`config.mk`:
```
export PLATFORM = sky130hd
export DESIGN_NAME = fit_policy_block_allocator
export DESIGN_NICKNAME = d
export VERILOG_FILES = /design/src/sv/fpba_pkg.sv /design/src/sv/fpba_pick.sv /design/src/sv/fit_policy_block_allocator.sv
export SDC_FILE = /design/constraint.sdc
export NUM_CORES = 1
export LEC_CHECK = 0
export ABC_AREA = 1
export BUFFER_PORTS_ARGS = -buffer_cell sky130_fd_sc_hd__buf_2
export CAP_MARGIN = 10
export CELL_PAD_IN_SITES_DETAIL_PLACEMENT = 1
export CELL_PAD_IN_SITES_GLOBAL_PLACEMENT = 1
export CORE_UTILIZATION = 40
export DETAILED_ROUTE_END_ITERATION = 8
export PLACE_DENSITY_LB_ADDON = 0.1
export SYNTH_ARGS = -nofsm -noshare
export SYNTH_HDL_FRONTEND = slang
export SYNTH_SLANG_ARGS = --single-unit
```
`constraint.sdc`:
```
create_clock -name i_clk -period 3.9 [get_ports i_clk]
set_input_delay 0.195 -clock i_clk [delete_from_list [all_inputs] [get_ports i_clk]]
set_output_delay 0.195 -clock i_clk [all_outputs]
set_load 0.02 [all_outputs]
```
`src/sv/fpba_pkg.sv`:
```
// Shared types, codes and defaults of the fit policy block allocator.
`timescale 1ns / 1ps

package fpba_pkg;

    localparam int NUM_BLOCKS_DEF = 16;
    localparam int SIZE_WIDTH_DEF = 16;

    localparam int SLOT_W   = 4;
    localparam int REQ_W    = 16;
    localparam int STATUS_W = 2;
    localparam int COUNT_W  = 5;
    localparam int CFG_IDX_W  = 1;
    localparam int CFG_DATA_W = 5;

    typedef enum logic [1:0] {
        POLICY_FIRST = 2'd0,
        POLICY_BEST  = 2'd1,
        POLICY_WORST = 2'd2,
        POLICY_NEXT  = 2'd3
    } t_policy;

    localparam logic [STATUS_W-1:0] STATUS_ALLOC  = 2'd0;
    localparam logic [STATUS_W-1:0] STATUS_NONE   = 2'd1;
    localparam logic [STATUS_W-1:0] STATUS_LOADED = 2'd2;

    localparam logic [CFG_IDX_W-1:0] REG_FIT_POLICY  = 1'd0;
    localparam logic [CFG_IDX_W-1:0] REG_BLOCK_COUNT = 1'd1;

    localparam logic [COUNT_W-1:0] BLOCK_COUNT_RST = 5'd16;

    // Control from the scan sequencer to the candidate tracker.
    typedef struct packed {
        logic    clear;
        logic    sample;
        t_policy policy;
    } t_pick_ctl;

endpackage

```
`src/sv/fpba_pick.sv`:
```
// Candidate tracker: keeps the best block seen so far during a table scan.
`timescale 1ns / 1ps

module fpba_pick #(
    parameter int NUM_BLOCKS = fpba_pkg::NUM_BLOCKS_DEF,
    parameter int SIZE_WIDTH = fpba_pkg::SIZE_WIDTH_DEF
) (
    input  logic                          i_clk,
    input  logic                          i_rst_n,
    input  fpba_pkg::t_pick_ctl           i_ctl,
    input  logic [$clog2(NUM_BLOCKS)-1:0] i_idx,
    input  logic [SIZE_WIDTH-1:0]         i_size,
    input  logic [SIZE_WIDTH-1:0]         i_need,
    output logic                          o_found,
    output logic [$clog2(NUM_BLOCKS)-1:0] o_idx,
    output logic [SIZE_WIDTH-1:0]         o_size
);

    localparam int IDX_W = $clog2(NUM_BLOCKS);

    logic             r_found;
    logic [IDX_W-1:0] r_idx;
    logic [SIZE_WIDTH-1:0] r_size;
    logic             w_fits;
    logic             w_better;
    logic             w_take;

    // Entries arrive in scan order, so the first fitting entry wins unless
    // the policy prefers a strictly smaller or strictly larger block.
    always_comb begin
        w_fits   = (i_size >= i_need);
        w_better = !r_found
                || ((i_ctl.policy == fpba_pkg::POLICY_BEST)  && (i_size < r_size))
                || ((i_ctl.policy == fpba_pkg::POLICY_WORST) && (i_size > r_size));
        w_take   = i_ctl.sample && w_fits && w_better;
    end

    always_ff @(posedge i_clk) begin
        if (!i_rst_n) begin
            r_found <= 1'b0;
        end else if (i_ctl.clear) begin
            r_found <= 1'b0;
        end else if (w_take) begin
            r_found <= 1'b1;
        end
        if (w_take && !i_ctl.clear) begin
            r_idx  <= i_idx;
            r_size <= i_size;
        end
    end

    assign o_found = r_found;
    assign o_idx   = r_idx;
    assign o_size  = r_size;

endmodule

```
`src/sv/fit_policy_block_allocator.sv`:
```
// Top level of the fit policy block allocator: table memory and scan sequencer.
`timescale 1ns / 1ps
// A load word goes from the idle state to the push state and into the output register;
// an allocate word goes through the scan, drain, apply and push states (idle straight to
// apply when no blocks are in use). The input stays stalled until the result enters the
// output register, so a new word waits for the last; the scan reads one table entry per cycle.
// Reset is synchronous and active low; it clears the sequencer, the next-fit
// pointer and the registers, while the table stays undefined until loaded.

module fit_policy_block_allocator #(
    parameter int NUM_BLOCKS = fpba_pkg::NUM_BLOCKS_DEF,
    parameter int SIZE_WIDTH = fpba_pkg::SIZE_WIDTH_DEF
) (
    input  logic                              i_clk,
    input  logic                              i_rst_n,
    // Input word channel.
    input  logic                              i_valid,
    output logic                              o_stall,
    input  logic                              i_command,
    input  logic [fpba_pkg::SLOT_W-1:0]       i_block_slot,
    input  logic [fpba_pkg::REQ_W-1:0]        i_request_size,
    input  logic                              i_last_request,
    // Result word channel.
    output logic                              o_valid,
    input  logic                              i_stall,
    output logic [fpba_pkg::STATUS_W-1:0]     o_status,
    output logic [fpba_pkg::SLOT_W-1:0]       o_chosen_block,
    output logic [fpba_pkg::REQ_W-1:0]        o_remaining_size,
    // Configuration write channel.
    input  logic                              i_cfg_valid,
    output logic                              o_cfg_ready,
    input  logic [fpba_pkg::CFG_IDX_W-1:0]    i_cfg_index,
    input  logic [fpba_pkg::CFG_DATA_W-1:0]   i_cfg_data
);

    localparam int IDX_W = $clog2(NUM_BLOCKS);
    localparam int CNT_W = fpba_pkg::COUNT_W;

    typedef enum logic [2:0] {
        S_IDLE,
        S_SCAN,
        S_LAST,
        S_APPLY,
        S_PUSH
    } t_state;

    t_state r_state;

    // Configuration registers.
    fpba_pkg::t_policy r_fit_policy;
    logic [CNT_W-1:0]  r_block_count;

    // Free size table, one entry per block, with a registered read port.
    logic [SIZE_WIDTH-1:0] r_mem [NUM_BLOCKS];
    logic [SIZE_WIDTH-1:0] r_rd_data;
    logic                  w_mem_we;
    logic [IDX_W-1:0]      w_mem_waddr;
    logic [SIZE_WIDTH-1:0] w_mem_wdata;

    // Scan sequencer.
    logic [IDX_W-1:0]      r_addr;
    logic [CNT_W-1:0]      r_step;
    logic [CNT_W-1:0]      r_n;
    logic                  r_rd_vld;
    logic [IDX_W-1:0]      r_rd_idx;
    logic [SIZE_WIDTH-1:0] r_need;
    logic                  r_last;
    logic [IDX_W-1:0]      r_scan_ptr;

    // Pending result, waiting for the output register.
    logic [fpba_pkg::STATUS_W-1:0] r_res_status;
    logic [fpba_pkg::SLOT_W-1:0]   r_res_block;
    logic [fpba_pkg::REQ_W-1:0]    r_res_size;

    // Output register.
    logic                          r_out_valid;
    logic [fpba_pkg::STATUS_W-1:0] r_out_status;
    logic [fpba_pkg::SLOT_W-1:0]   r_out_block;
    logic [fpba_pkg::REQ_W-1:0]    r_out_size;

    logic                  w_accept;
    logic                  w_out_free;
    logic [CNT_W-1:0]      w_n;
    logic [IDX_W-1:0]      w_start;
    logic [IDX_W-1:0]      w_addr_next;
    logic [SIZE_WIDTH-1:0] w_size_in;
    logic                  w_slot_ok;
    logic [SIZE_WIDTH-1:0] w_left;

    fpba_pkg::t_pick_ctl   w_pick_ctl;
    logic                  w_pick_found;
    logic [IDX_W-1:0]      w_pick_idx;
    logic [SIZE_WIDTH-1:0] w_pick_size;

    assign o_stall     = (r_state != S_IDLE);
    assign o_cfg_ready = 1'b1;
    assign w_accept    = i_valid && !o_stall;
    assign w_out_free  = !r_out_valid || !i_stall;

    always_comb begin
        // The count in use never exceeds the table depth.
        w_n = (32'(r_block_count) > NUM_BLOCKS) ? CNT_W'(NUM_BLOCKS) : r_block_count;
        // Next fit resumes at the pointer when it still lies inside the blocks
        // in use; every other policy scans from the bottom of the table.
        if ((r_fit_policy == fpba_pkg::POLICY_NEXT) && (32'(r_scan_ptr) < 32'(w_n))) begin
            w_start = r_scan_ptr;
        end else begin
            w_start = '0;
        end
        w_addr_next = (32'(r_addr) + 32'd1 == 32'(r_n)) ? '0 : IDX_W'(32'(r_addr) + 32'd1);
        w_size_in   = SIZE_WIDTH'(i_request_size);
        w_slot_ok   = (32'(i_block_slot) < NUM_BLOCKS);
        w_left      = w_pick_size - r_need;
    end

    // Table writes come from a load in idle or from the write-back of an
    // allocate; the two never coincide because only one word is in flight.
    always_comb begin
        w_mem_we    = 1'b0;
        w_mem_waddr = r_addr;
        w_mem_wdata = w_left;
        if (w_accept && (i_command == 1'b0) && w_slot_ok) begin
            w_mem_we    = 1'b1;
            w_mem_waddr = IDX_W'(i_block_slot);
            w_mem_wdata = w_size_in;
        end else if ((r_state == S_APPLY) && w_pick_found) begin
            w_mem_we    = 1'b1;
            w_mem_waddr = w_pick_idx;
            w_mem_wdata = w_left;
        end
    end

    always_ff @(posedge i_clk) begin
        if (w_mem_we) begin
            r_mem[w_mem_waddr] <= w_mem_wdata;
        end
        r_rd_data <= r_mem[r_addr];
    end

    always_comb begin
        w_pick_ctl.clear  = w_accept;
        w_pick_ctl.sample = r_rd_vld;
        w_pick_ctl.policy = r_fit_policy;
    end

    fpba_pick #(
        .NUM_BLOCKS (NUM_BLOCKS),
        .SIZE_WIDTH (SIZE_WIDTH)
    ) u_pick (
        .i_clk   (i_clk),
        .i_rst_n (i_rst_n),
        .i_ctl   (w_pick_ctl),
        .i_idx   (r_rd_idx),
        .i_size  (r_rd_data),
        .i_need  (r_need),
        .o_found (w_pick_found),
        .o_idx   (w_pick_idx),
        .o_size  (w_pick_size)
    );

    // Sequencer, configuration and output register. A read issued in the
    // scan state returns its data in the next cycle, tagged by r_rd_vld and
    // r_rd_idx, and the tracker samples it then. The final entry is judged
    // in the drain state, so the candidate is settled by the apply state.
    always_ff @(posedge i_clk) begin
        if (!i_rst_n) begin
            r_state       <= S_IDLE;
            r_fit_policy  <= fpba_pkg::POLICY_FIRST;
            r_block_count <= fpba_pkg::BLOCK_COUNT_RST;
            r_scan_ptr    <= '0;
            r_rd_vld      <= 1'b0;
            r_out_valid   <= 1'b0;
        end else begin
            r_rd_vld <= (r_state == S_SCAN);
            r_rd_idx <= r_addr;

            if (i_cfg_valid && o_cfg_ready) begin
                case (i_cfg_index)
                    fpba_pkg::REG_FIT_POLICY: begin
                        r_fit_policy <= fpba_pkg::t_policy'(i_cfg_data[1:0]);
                    end
                    fpba_pkg::REG_BLOCK_COUNT: begin
                        r_block_count <= i_cfg_data[CNT_W-1:0];
                    end
                    default: begin
                    end
                endcase
            end

            case (r_state)
                S_IDLE: begin
                    if (w_accept) begin
                        r_need <= w_size_in;
                        r_last <= i_last_request;
                        r_n    <= w_n;
                        r_addr <= w_start;
                        r_step <= '0;
                        if (i_command == 1'b0) begin
                            r_res_status <= fpba_pkg::STATUS_LOADED;
                            r_res_block  <= '0;
                            r_res_size   <= fpba_pkg::REQ_W'(w_size_in);
                            r_state      <= S_PUSH;
                        end else if (w_n == '0) begin
                            r_state <= S_APPLY;
                        end else begin
                            r_state <= S_SCAN;
                        end
                    end
                end
                S_SCAN: begin
                    r_addr <= w_addr_next;
                    r_step <= r_step + CNT_W'(1);
                    if (r_step + CNT_W'(1) == r_n) begin
                        r_state <= S_LAST;
                    end
                end
                S_LAST: begin
                    r_state <= S_APPLY;
                end
                S_APPLY: begin
                    if (w_pick_found) begin
                        r_res_status <= fpba_pkg::STATUS_ALLOC;
                        r_res_block  <= fpba_pkg::SLOT_W'(w_pick_idx);
                        r_res_size   <= fpba_pkg::REQ_W'(w_left);
                    end else begin
                        r_res_status <= fpba_pkg::STATUS_NONE;
                        r_res_block  <= '0;
                        r_res_size   <= '0;
                    end
                    // The last word of a batch rewinds the pointer under any policy.
                    if (r_last) begin
                        r_scan_ptr <= '0;
                    end else if (w_pick_found && (r_fit_policy == fpba_pkg::POLICY_NEXT)) begin
                        r_scan_ptr <= w_pick_idx;
                    end
                    r_state <= S_PUSH;
                end
                S_PUSH: begin
                    if (w_out_free) begin
                        r_state <= S_IDLE;
                    end
                end
                default: begin
                    r_state <= S_IDLE;
                end
            endcase

            if ((r_state == S_PUSH) && w_out_free) begin
                r_out_valid  <= 1'b1;
                r_out_status <= r_res_status;
                r_out_block  <= r_res_block;
                r_out_size   <= r_res_size;
            end else if (!i_stall) begin
                r_out_valid <= 1'b0;
            end
        end
    end

    assign o_valid          = r_out_valid;
    assign o_status         = r_out_status;
    assign o_chosen_block   = r_out_block;
    assign o_remaining_size = r_out_size;

    // Only one word is in flight: an accepted word closes the input at once.
    a_one_in_flight: assert property (@(posedge i_clk) disable iff (!i_rst_n)
        w_accept |=> o_stall)
        else $error("input accepted while a word was in flight");

    // The table is never written while a scan is reading it.
    a_no_write_in_scan: assert property (@(posedge i_clk) disable iff (!i_rst_n)
        (r_state == S_SCAN || r_state == S_LAST) |-> !w_mem_we)
        else $error("table written during a scan");

    // A chosen block always holds at least the requested size.
    a_pick_fits: assert property (@(posedge i_clk) disable iff (!i_rst_n)
        (r_state == S_APPLY && w_pick_found) |-> (w_pick_size >= r_need))
        else $error("chosen block is smaller than the request");

    // Every returned read lies inside the blocks in use.
    a_read_in_range: assert property (@(posedge i_clk) disable iff (!i_rst_n)
        r_rd_vld |-> (32'(r_rd_idx) < 32'(r_n)))
        else $error("scan read outside the blocks in use");

    // The drain state always comes in the cycle after the final scan read.
    a_drain_after_scan: assert property (@(posedge i_clk) disable iff (!i_rst_n)
        (r_state == S_LAST) |-> $past(r_state == S_SCAN))
        else $error("drain state entered without a scan");

endmodule
```
Word level (Yosys, flattened, before mapping)
Memory sizes are Yosys's and may differ from the RTL's. A register that Yosys moved wholly into a read port is not among the register bits.
Index checks and enable logic that the tools add are counted.
- bits of input ports: 33
- bits in writable memories: 256
- word-level logic and storage cells: 117
- flip-flop bits (word level): 116
- memories kept: 1
- output and inout bits: 25
- reductions and logical operators: 34
- multiplexer cells: 36
- add/sub/neg operators: 3
- bitwise operators: 3
- eq/ne operators: 14
- order comparisons: 5
- memory list (name ; words ; bits a word ; read ports ; clocked after memory_dff ; wr ports ; RTL line ; source):
    r_mem ; 16 ; 16 ; 1 ; 1 ; 1 ; fit_policy_block_allocator.sv:54 ; logic [SIZE_WIDTH-1:0] r_mem [NUM_BLOCKS];
- operators by type and width (cell ; number):
    16-bit 2-to-1 mux ; 4
    4-bit 2-to-1 mux ; 10
    32-bit by 5-bit equality test with 1-bit output ; 1
    16-bit one-hot mux with 2 select lines ; 1
    16-bit greater-or-equal comparator ; 1
    16-bit greater-than comparator ; 1
    16-bit less-than comparator ; 1
    4-bit one-hot mux with 2 select lines ; 2
    16-bit subtractor ; 1
    3-bit one-hot mux with 5 select lines ; 1
    3-bit 2-to-1 mux ; 4
    1-bit logical AND ; 11
    5-bit 2-to-1 mux ; 2
    5-bit one-hot mux with 2 select lines ; 1
    3-bit AND reduction ; 3
    2-bit AND reduction ; 4
    1-bit 2-to-1 mux ; 7
    3-bit by 2-bit equality test with 1-bit output (second input constant) ; 2
    2-bit 2-to-1 mux ; 3
    2-bit inequality test (second input constant) ; 3
    2-bit nonzero test ; 3
    4-bit by 1-bit adder with 5-bit output (second input constant) ; 1
    5-bit by 1-bit adder with 5-bit output (second input constant) ; 1
    5-bit equality test ; 1
    16 further kinds ; 26

Depth between registers and ports, before layout
- word-level depth: 7
- gate-level depth with buffers: 13
- mapped depth without buffers: 13

Hierarchy
A second synthesis with hierarchy kept.
- cells, all modules: 1540
- area, all modules: 16931.2 µm²
- modules (own cells, without submodules) (module ; cells an instance ; instances ; sequential area each (µm²) ; area an instance (µm²)):
    fit_policy_block_allocator ; 1363 ; 1 ; 10700.3 ; 15381.0
    fpba_pick ; 177 ; 1 ; 620.6 ; 1550.2

Least setup slack after synthesis
No wires, ideal clock.
- path type: register -> register
- start: reg r_state[0]
- end: reg r_res_block[0] (netlist name), enable pin
- stages on the path, launching flop included: 6
- clock period less this slack: 2.775 ns
- data arrival time: 2.346 ns
- path slack: 1.125 ns
- library setup time: 0.429 ns
- data required time: 3.471 ns
- path buffers: 0
- cell sequence: dfxtp_1 nor2_4 nand2_4 o21ai_0 inv_1 nor3_1
- cells in the longest elaborated chain, start to end: 5
- elaborated cells between the ends (all ways): 9
- those cells by class: eq/ne (3); reduce/logical (6)
- ends and longest elaborated chain (what ; RTL line ; source):
    start: declaration ; fit_policy_block_allocator.sv:47 ; t_state r_state;
    start signal: assignment ; fit_policy_block_allocator.sv:167 ; r_state <= S_IDLE;
    start signal: assignment ; fit_policy_block_allocator.sv:202 ; r_state <= S_PUSH;
    start signal: assignment ; fit_policy_block_allocator.sv:204 ; r_state <= S_APPLY;
    3-bit nonzero test ; fit_policy_block_allocator.sv:95 ; assign o_stall = (r_state != S_IDLE);
    net o_stall ; fit_policy_block_allocator.sv:18 ; output logic o_stall,
    1-bit zero test ; fit_policy_block_allocator.sv:97 ; assign w_accept = i_valid && !o_stall;
    1-bit logical AND ; fit_policy_block_allocator.sv:97 ;
    2-bit inequality test (no source line) ; - ;
    4-bit AND reduction (no source line) ; - ;
    end signal: assignment ; fit_policy_block_allocator.sv:223 ; r_res_block <= fpba_pkg::SLOT_W'(w_pick_idx);
    end: declaration ; fit_policy_block_allocator.sv:72 ; logic [fpba_pkg::SLOT_W-1:0] r_res_block;
The timed path passes the listed nets, and every way through them passes these cells.
A chain may end at the register's enable or synchronous reset.

Worst setup path after layout
- start: reg r_state[1]
- end: mem r_mem[3][2] (netlist name), enable pin
- cells in the longest elaborated chain, start to end: 7
- elaborated cells between the ends (all ways): 12
- those cells by class: eq/ne (1); mux (6); reduce/logical (5)
- ends and longest elaborated chain (what ; RTL line ; source):
    3-bit nonzero test ; fit_policy_block_allocator.sv:95 ;
    1-bit zero test ; fit_policy_block_allocator.sv:97 ;
    1-bit logical AND ; fit_policy_block_allocator.sv:97 ;
    1-bit logical AND ; fit_policy_block_allocator.sv:122 ; if (w_accept && (i_command == 1'b0) && w_slot_ok) begin
    1-bit 2-to-1 mux ; fit_policy_block_allocator.sv:122 ;
    1-bit 2-to-1 mux ; fit_policy_block_allocator.sv:134 ; if (w_mem_we) begin
    1-bit 2-to-1 mux (implied by the code) ; fit_policy_block_allocator.sv:135 ; r_mem[w_mem_waddr] <= w_mem_wdata;
    end: declaration ; fit_policy_block_allocator.sv:54 ;
Several ways; a longest one is shown, not always the timed one.

==> flow_summary.json <==
{
  "cts_tree": "done",
  "clock.fmax_mhz": 336.8,
  "grt_pass1_vias": 11296,
  "cts_buffers": 43,
  "synth-seq-cells": 388,
  "fin_worst_skew_ns": 0.01253,
  "start_util_pct": 40.79,
  "ff2ff_path_depth": 8,
  "fillers": 4275,
  "synthCells": 1358,
  "post_drt_wl_per_cell_um": 22.30,
  "synthDistinctLibCells": 49,
  "finalNetCount": 1551,
  "final_cell_mix": "edfxtp_1 (355), nand2_1 (155), nor2_1 (142), o21ai_0 (108), inv_1 (105)",
  "final_antenna_net_count": 0,
  "pwr_density_cell_nw_per_um2": 657.0,
  "max_cap_viol_count": 0,
  "rsz0062_at_grt": "no",
  "drt-total-wl_um": 45320,
  "cts.clk_slew.worst_paths_ns": 0.06,
  "synth-edff-count": 355,
  "slew_headroom_pct": 24.05,
  "fin_tns_setup_ns": 0,
  "yosysTopAreaCell": "edfxtp_1",
  "cts_max_level": 2,
  "grt_pass1_wl_um": 67880,
  "rows": 74,
  "die_h_um": 206.7,
  "irDropWorstVdd_v": 0.0003814,
  "dr.pass1.iters": 8,
  "gr-total-overflow": 0,
  "dp_hpwl_um": 30400,
  "cp_data_arrival_time_ns": 3.16,
  "drv_slew": 0,
  "area_growth_pct": 16.30,
  "core_area_um2": 41110,
  "start_kind": "flip-flop",
  "status": "finished, violations left",
  "layout_commonest_cell": "edfxtp_1",
  "clock_latency_ns": 0.57,
  "hold_path.class": "in2reg",
  "cts_root_buffer": "clkbuf_16",
  "worstMarginPinSlew_ns": 1.138,
  "cts_buffer_depth": 3,
  "drt_iter0_drc": 697,
  "grt_max_degree": 107,
  "critPathCaptureType": "flip-flop",
  "yosysWarnings": 0,
  "syn_nets": 1444,
  "port_buffers": 56,
  "multi_input_area_um2": 4810,
  "antennaDiodeCount": 0,
  "min_period_ns": 2.969,
  "power_uw": 12810,
  "synthArstFlopShare_pct": 0,
  "antenna_found_initial": 2,
  "cts.sinks": 388,
  "synthesis.area_um2": 16770,
  "critical_path_class": "reg2reg",
  "reg2reg_to": "r_mem[3][2]",
  "worstPathRequired_ns": 4.09,
  "place_congestion": 0.8444,
  "dieArea_um2": 42740,
  "synthTopCellsByArea": "edfxtp_1 (64%), dfxtp_1 (3.9%), ha_1 (3.9%), nor2_1 (3.6%), nand2_1 (3.5%)",
  "violations": "DRC",
  "hold_violations": 0,
  "die_w_um": 206.7,
  "startpoint": "r_state[1]",
  "fin_crit_sh_pct": 76.14,
  "r2r_start": "r_state[1]",
  "reg2reg_slack_ns": 0.93,
  "viasPerCell": 5.343,
  "synth.avg_cell_area_um2": 12.35,
  "drc": 1,
  "yosys_most_used_dff": "edfxtp_1",
  "via_count": 10856,
  "io_pins": 58,
  "endpoint": "r_mem[3][2]",
  "ys_seq_area_share_pct": 67.51,
  "drive_gt1_share_pct": 14.13,
  "cp_max_fo": 16,
  "grt.total_usage_pct": 21.74,
  "leakagePower_uw": 0.007210,
  "seq_area_um2": 11320,
  "setup_violations": 0,
  "synth_top_area_share_pct": 63.57
}
[flip-flops by register name, summed over array words and instances, names as in the netlist, 5 cells and up]
name and flops:
r_step 5, u_pick.o_size 16, r_rd_data 16, r_mem 256, r_need 16, r_block_count 5
r_res_size 16, r_n 5, o_remaining_size 16
[where the power goes]
group | internal (uW) | total (uW) | switching (uW) | leakage (uW)
Clock | 2470 | 4150 | 1680 | 0.000700
Combinational | 883 | 3120 | 2240 | 0.00302
Sequential | 5310 | 5540 | 232 | 0.00349
[how the worst min path moves through the flow]
stage / from / cells past startpoint / to / slack [ns]
floorplan: i_last_request / 0 / r_last / 0.29
global placement: i_request_size[15] / 1 / r_need[15] / 0.39
detailed placement: i_request_size[15] / 1 / r_need[15] / 0.39
CTS: i_cfg_valid / 5 / r_fit_policy[1] / 0.002
global route: i_cfg_valid / 5 / r_fit_policy[1] / 0.06
finish: i_cfg_valid / 5 / r_fit_policy[1] / 0.04
[area by class of cell]
type / count / share of cell area [%]
clock buffer: 52 / 5.800
clock inverter: 28 / 1.540
tap: 532 / 3.413
timing repair buffer: 117 / 4.273
inverter: 116 / 2.258
multi-input combinational: 799 / 24.66
sequential: 388 / 58.05
[per-stage QoR]
stage	std cells	setup WS, ns	instance area (um2)	utilization [%]	hold WS (ns)
2_1_floorplan	1358	1.125	16770	-	0.2939
3_3_place_gp	1924	1.003	17790	43.27	0.3916
3_5_place_dp	1924	0.9146	17790	43.27	0.3928
4_1_cts	2032	0.8979	19500	47.44	0.002015
5_1_grt	2032	0.7442	19500	47.44	0.05952
6_report	2032	0.9306	19500	47.44	0.03829
[cells in the mapped netlist, types with 13 or more instances]
master and n:
a21oi_1 45, buf_2 13, clkbuf_1 31, dfxtp_1 33
edfxtp_1 355, ha_1 52, inv_1 105, mux2i_1 50
nand2_1 155, nand3_1 76, nor2_1 161, o211ai_1 14
o21ai_0 110, o221ai_1 50, o32ai_1 13
[timing repair]
item                      4_1_cts  5_1_grt
hold endpoints to repair       36        0
setup buffers                   0        0
hold buffers                   28        0
gates resized for setup         0        0
[cells by family (layout without fill, tap and decap cells)]
logic type,Yosys count,in the layout,synth area share (%)
adder cells (fa/ha/maj),53,53,3.999
other,1,1,0.02236
AO/OA/AOI/OAI,250,250,9.506
AND/OR/NAND/NOR,437,437,11.39
buffers and inverters,171,313,4.164
flip-flops,388,388,67.51
XOR/XNOR,8,8,0.4179
multiplexers,50,50,2.985
[per-layer routing]
layer | wire (um) | share of wire (%) | track usage, %
met2 | 22100 | 49 | 36.24
met3 | 2165 | 4.8 | 4.239
met5 | 0 | 0 | 0
met4 | 1144 | 2.5 | 6.439
met1 | 19910 | 44 | 28.74
[worst max-delay path: stages, from the launching register on]
cell and delay [ns]:
dfxtp_1 0.48, nand3_4 0.24, nor2_4 0.41, inv_4 0.16, nand2_8 0.12, inv_4 0.06
a21oi_4 0.19, nand2_2 0.13, nor2_2 0.78
Power figures use the tool's default switching activity.
